## config.mk

```make
export PLATFORM = sky130hd
export DESIGN_NAME = vcos_ctrl
export DESIGN_NICKNAME = d
export VERILOG_FILES = /design/src/sv/vcos_pkg.sv /design/src/sv/vcos_ctrl.sv
export SDC_FILE = /design/constraint.sdc
export NUM_CORES = 1
export LEC_CHECK = 0
export BUFFER_PORTS_ARGS = -buffer_cell sky130_fd_sc_hd__buf_2
export CORE_AREA = 5 5 42 44
export CTS_CLUSTER_DIAMETER = 120
export DETAILED_ROUTE_END_ITERATION = 6
export DIE_AREA = 0 0 47 49
export PLACE_DENSITY = 0.33
export SLEW_MARGIN = 10
export SYNTH_ARGS = -nofsm -noshare
export SYNTH_HDL_FRONTEND = slang
export SYNTH_SLANG_ARGS = --single-unit
```

## constraint.sdc

```tcl
create_clock -name clk -period 4.7 [get_ports clk]
set_clock_uncertainty 0.05 [all_clocks]
set_input_delay 0.235 -clock clk [delete_from_list [all_inputs] [get_ports clk]]
set_output_delay 0.235 -clock clk [all_outputs]
set_load 0.01 [all_outputs]
```

## src/sv/vcos_pkg.sv

```systemverilog
// Shared types and constants for the voxel chunk occupancy store.
// Holds operation codes, register indexes, field widths and the
// command/status structs between controller and datapath.
package vcos_pkg;

  localparam int FUNC_W    = 3;
  localparam int POS_W     = 32;
  localparam int OCC_W     = 2;
  localparam int CFG_IDX_W = 2;
  localparam int S_DATA_W  = 104;
  localparam int M_DATA_W  = 8;

  localparam logic [FUNC_W-1:0] FUNC_LOOKUP     = 3'd0;
  localparam logic [FUNC_W-1:0] FUNC_INSERT     = 3'd1;
  localparam logic [FUNC_W-1:0] FUNC_DELETE     = 3'd2;
  localparam logic [FUNC_W-1:0] FUNC_SET_INFL   = 3'd3;
  localparam logic [FUNC_W-1:0] FUNC_CLEAR_INFL = 3'd4;
  localparam logic [FUNC_W-1:0] FUNC_READ_INFL  = 3'd5;

  localparam logic [CFG_IDX_W-1:0] REG_ORIGIN_X = 2'd0;
  localparam logic [CFG_IDX_W-1:0] REG_ORIGIN_Y = 2'd1;
  localparam logic [CFG_IDX_W-1:0] REG_ORIGIN_Z = 2'd2;

  localparam logic [OCC_W-1:0] OCC_MAX = 2'd3;
  localparam logic [OCC_W-1:0] OCC_INC = 2'd2;

  typedef struct packed {
    logic clr;
    logic load;
    logic rd;
    logic wb;
  } cmd_t;

  typedef struct packed {
    logic clr_last;
    logic out_free;
  } sts_t;

endpackage

```

## src/sv/vcos_ctrl.sv

```systemverilog
// Controller for the voxel chunk occupancy store: clearing pass, accept,
// read and write-back sequencing. Depends on vcos_pkg.
module vcos_ctrl (
  input  logic          clk,
  input  logic          rst,
  input  logic          s_tvalid,
  output logic          s_tready,
  input  vcos_pkg::sts_t sts,
  output vcos_pkg::cmd_t cmd
);
  import vcos_pkg::*;

  localparam logic [1:0] ST_CLEAR = 2'd0;
  localparam logic [1:0] ST_IDLE  = 2'd1;
  localparam logic [1:0] ST_ADDR  = 2'd2;
  localparam logic [1:0] ST_DATA  = 2'd3;

  logic [1:0] state;
  logic [1:0] state_next;

  always_comb begin
    state_next = state;
    cmd        = '0;
    s_tready   = 1'b0;
    case (state)
      ST_CLEAR: begin
        cmd.clr = 1'b1;
        if (sts.clr_last) begin
          state_next = ST_IDLE;
        end
      end
      ST_IDLE: begin
        s_tready = 1'b1;
        if (s_tvalid) begin
          cmd.load   = 1'b1;
          state_next = ST_ADDR;
        end
      end
      ST_ADDR: begin
        cmd.rd     = 1'b1;
        state_next = ST_DATA;
      end
      ST_DATA: begin
        if (sts.out_free) begin
          cmd.wb     = 1'b1;
          state_next = ST_IDLE;
        end
      end
      default: begin
        state_next = ST_CLEAR;
      end
    endcase
  end

  always_ff @(posedge clk) begin
    if (rst) begin
      state <= ST_CLEAR;
    end else begin
      state <= state_next;
    end
  end

endmodule

```

# ---- Yosys cells after proc, flatten, opt, wreduce, memory -nomap -nowiden
# Index checks and enable logic that the tools add are counted.
dict set report word_totals {
  elab_cells 20
  register_bits 2
  output_inout_bits 5
}
dict set report op_classes {
  n_reduce_logical 2
  eq_ne 6
  mux 11
}
# op n
set op_table {}
lappend op_table {{$pmux W2 S4} 1}
lappend op_table {{$mux W1} 7}
lappend op_table {{$mux W2} 3}
lappend op_table {{$ne A2 B2 Y1 const B} 3}
lappend op_table {{$eq A2 B2 Y1 const B} 2}
lappend op_table {{$reduce_and A3 Y1} 1}
lappend op_table {{$eq A2 B1 Y1 const B} 1}
lappend op_table {{$logic_not A2 Y1} 1}

# ---- Depth between registers and ports, before layout
dict set report logic_depth {
  depth_word 3
  mapped_depth 4
  mapped_depth_nobuf 4
}

# ---- Worst setup path after synthesis
# Ideal clock, no wire load.
dict set report synth_timing {
  path_type {reg-to-reg}
  start {register state[0]}
  end {register state[0]}
  stages_incl_launch_ff 5
  required_time_ns 4.527
  t_arrival_ns 1.444
  setup_ns 0.123
  n_path_buf 0
  setup_slack_ns 3.083
  period_less_slack_ns 1.617
  cell_sequence {dfxtp_1 -> inv_1 -> ha_1 -> a222oi_1 -> mux2_1}
}
dict set report synth_between {
  elab_chain_cells 3
}
# item line_no
set synth_rtl {}
lappend synth_rtl {{start, declared} vcos_ctrl.sv:18} ;# logic [1:0] state;
lappend synth_rtl {{start signal, assigned} vcos_ctrl.sv:59} ;# state <= state_next;
lappend synth_rtl {{$eq A2 B2 Y1, or another cell as far along} vcos_ctrl.sv:25} ;# case (state)
lappend synth_rtl {{$ne A2 B2 Y1 (no source line)} --}
lappend synth_rtl {{$reduce_and A3 Y1 (no source line)} --}
# Parallel ways exist; a longest one is shown, timed or not.
# A chain may end at the register's enable or synchronous reset.

# ---- Final worst setup path
# Ends and elaborated chain as after synthesis.

==> reports/qor.tcl <==
set qor(numPlacedInstances) 46
set qor(detailed_place.area_um2) 252.7
set qor(worstPathMaxFanout) 4
set qor(worstPathRequired_ps) 4750
set qor(synthesis.instances) 21
set qor(die_y_um) 49
set qor(slew_viol_final) 0
set qor(maxSlewHeadroom_pct) 69.09
set qor(post_synth_xor_area_fraction_pct) 0
set qor(finished_cell_area_um2) 275.3
set qor(drive_above_1_share_pct) 42.42
set qor(crit-reg2reg-launch) {state[0]$_SDFFE_PP0P_}
set qor(core_region_area_um2) 1401
set qor(power_mw) 0.1271
set qor(switchingPower_mw) 0.04725
set qor(ordered_list_of_cells_on_the_worst_path) {inv_1 -> ha_1 -> a222oi_1 -> mux2_1}
set qor(proportion_of_power_drawn_by_the_clock_network_pct) 29.7
set qor(floorplan.rows) 14
set qor(worst-path-buf-inv) 1
set qor(tritoncts) {yes}
set qor(fin_tns_setup_ps) 0
set qor(ff2ff_path_depth) 4
set qor(syn-num-nets) 31
set qor(cts_root_buffer) {sky130_fd_sc_hd__clkbuf_4}
set qor(dr_total_vias) 163
set qor(count_of_flip_flops_with_a_built_in_enable_after_synthesis) 0
set qor(fin_crit_sh_pct) 35.96
set qor(delay_contributed_by_the_slowest_stage_of_the_critical_path_ps) 460
set qor(start_kind) {flop}
set qor(place.gp.congestion) 0.7268
set qor(maxClockFrequency_ghz) 0.5917
set qor(top_register) {state}
set qor(grt_start_max_net_pins) 5
set qor(place_ws_ps) 2997
set qor(port_buffers) 9
set qor(clk_pin_slew_worst_paths_ps) 30
set qor(power.switching_fraction_pct) 37.19
set qor(synth_largest_area_cell) {sky130_fd_sc_hd__ha_1}
set qor(slowest_stage) {sky130_fd_sc_hd__a222oi_1}
set qor(antenna-diode-count) 0
set qor(top_level_ports) 10
set qor(fin_worst_hold_slack_ps) 290.7
set qor(syn_area_um2) 187.7
set qor(die_area_um2) 2303
set qor(die_span_x_um) 47
set qor(drt_pass1_iterations) 4
set qor(critical-path-top-delay-family) {compound AO/OA/AOI/OAI gates}
set qor(first_pass_grt_wire_length_um) 662
set qor(report.final.setup_viol) 0
set qor(synth_async_sr_flop_share_pct) 0
set qor(synth_seq_cells) 2
set qor(synthMostInstantiatedCell) {sky130_fd_sc_hd__ha_1}
set qor(first_iter_violations) 4
set qor(synth-warning-count) 0
set qor(crit-reg2reg-capture) {state[0]$_SDFFE_PP0P_}
set qor(post_synth_mux_area_share_pct) 11.33
set qor(synthTopCellsByCount) {sky130_fd_sc_hd__ha_1 (5), sky130_fd_sc_hd__inv_1 (4), sky130_fd_sc_hd__dfxtp_1 (2), sky130_fd_sc_hd__nand2b_1 (2), sky130_fd_sc_hd__nor2_1 (2)}
set qor(power_frac_comb_pct) 46.9
set qor(synth_top_family_by_area) {adder cells}
set qor(outcome) {completed}
set qor(worst_hold_path_type) {primary input to flop}
set qor(cts.repair.resized) 0
set qor(clock_path_buffers) 2
set qor(unique_cell_type_count_in_the_yosys_netlist) 11
set qor(antenna_violations_before_repair) 0
set qor(cts_sinks) 2
set qor(drtAntennaViolNets) 0
set qor(ctsHtreeMaxLevel) 1
set qor(largest_register_ff_count) 2
set qor(cts_hold_buffers) 0
set qor(critical_path_arrival_ps) 1740
set qor(syn-mean-instance-area_um2) 8.937
set qor(worst_hold_path.num_cells) 3
set qor(grt-ovfl-total) 0
set qor(synthSimpleGateAreaFrac_pct) 18.00
set qor(timing_hold_violations_final) 0
set qor(synthAdderAreaFrac_pct) 33.33
set qor(initial_core_util_pct) 13.39
set qor(worst_pin_slew_ps) 463.6
set qor(clk_latency_ps) 220
set qor(worst_setup_path_end_kind) {flop}
set qor(r2r_slack_ps) 3010
set qor(power.ir.vdd_worst_uv) 199.2
set qor(rsz0062_at_grt) {no}
set qor(p_leak_nw) 0.1514
set qor(power_density_nw_per_um2) 461.6
set qor(power_frac_seq_pct) 23.4
set qor(routed_via_density) 3.327
set qor(final_net_count) 45
set qor(post_drt_wl_per_cell_um) 8.510
set qor(layout.core_utilization_pct) 19.64
set qor(finish.cell_count_without_fillers) 49
set qor(cap_viol_max_count) 0
set qor(hold_path_startpoint) {rst}
set qor(critical_path_start_end_classification) {flop to flop}
set qor(wirelength_um) 417
set qor(area_growth_pct) 46.67
set qor(ys.flop_type) {sky130_fd_sc_hd__dfxtp_1}
set qor(seq_area_frac_synth_pct) 21.33
set qor(synth_compound_gate_area_share_pct) 5.333
set qor(layout_setup_ws_ps) 3010
set qor(finalCriticalPeriod_ps) 1690
set qor(netlist.area_leader.share_pct) 33.33
set qor(ys_top_cells_by_area) {sky130_fd_sc_hd__ha_1 (33%), sky130_fd_sc_hd__dfxtp_1 (21%), sky130_fd_sc_hd__inv_1 (8.0%)}
set qor(first_global_vias) 182
set qor(groute.usage.overall_pct) 4.357
set qor(remaining_drc_errors) 0
set qor(top_regs) {state x2}
set qor(number_of_buffers_added_for_setup_after_cts) 0
set qor(timing.hold.worst_endpoint) {state[1]$_SDFFE_PP0P_}
set qor(cts_buffers) 3
set qor(internal_power_mw) 0.07981
-- how the worst max path moves through the flow --
stage                               start                     to  slack (ps)  depth (start not counted)
floorplan           state[0]$_SDFFE_PP0P_  state[0]$_SDFFE_PP0P_        3080                          4
global placement    state[0]$_SDFFE_PP0P_  state[0]$_SDFFE_PP0P_        3000                          4
detailed placement  state[0]$_SDFFE_PP0P_  state[0]$_SDFFE_PP0P_        3000                          4
CTS                 state[0]$_SDFFE_PP0P_  state[0]$_SDFFE_PP0P_        2990                          4
global route        state[0]$_SDFFE_PP0P_  state[0]$_SDFFE_PP0P_        2890                          4
finish              state[0]$_SDFFE_PP0P_  state[0]$_SDFFE_PP0P_        3010                          4
-- power groups by stage --
stage	Combinational, mW	Sequential (mW)	Clock, mW
final	0.0596	0.0297	0.0378
after detailed placement	0.0606	0.0300	0
after global routing	0.0686	0.0304	0.0434
after floorplan	0.0426	0.0281	0
after CTS	0.0610	0.0298	0.0405
after global placement	0.0598	0.0299	0
-- cells in the final DEF, fill, tap and decap left out, drive strengths merged --
cell and instances:
buf 9, ha 5, inv 4, clkbuf 3, nand2b 2, nor2 2
dfxtp 2, and2 2, clkinvlp 1, a222oi 1, mux2i 1, mux2 1
-- final cells by class --
cell class                 count  area (um^2)
fill                         169         1126
multi-input combinational     14        127.6
timing repair buffer           9        45.04
sequential                     2        40.04
clock buffer                   3        22.52
inverter                       5        20.02
tap                           16        20.02
-- logic make-up (layout without fill, tap and decap cells) --
logic type | Yosys count | count (layout)
compound gates | 1 | 1
fa+ha+maj | 5 | 5
buf+inv | 5 | 17
flops | 2 | 2
mux | 2 | 2
simple gates | 6 | 6
-- routing by layer --
layer	GRT usage, %	part of all wire (%)
met1	4.367	46
met2	5.204	37
met3	2.583	16
met4	5.530	0
met5	0	0
-- tightest hold or removal path, stage by stage --
cell	delay (ps)
sky130_fd_sc_hd__buf_2	110
sky130_fd_sc_hd__nand2b_1	100
sky130_fd_sc_hd__mux2i_1	60
Power figures use the tool's default switching activity.
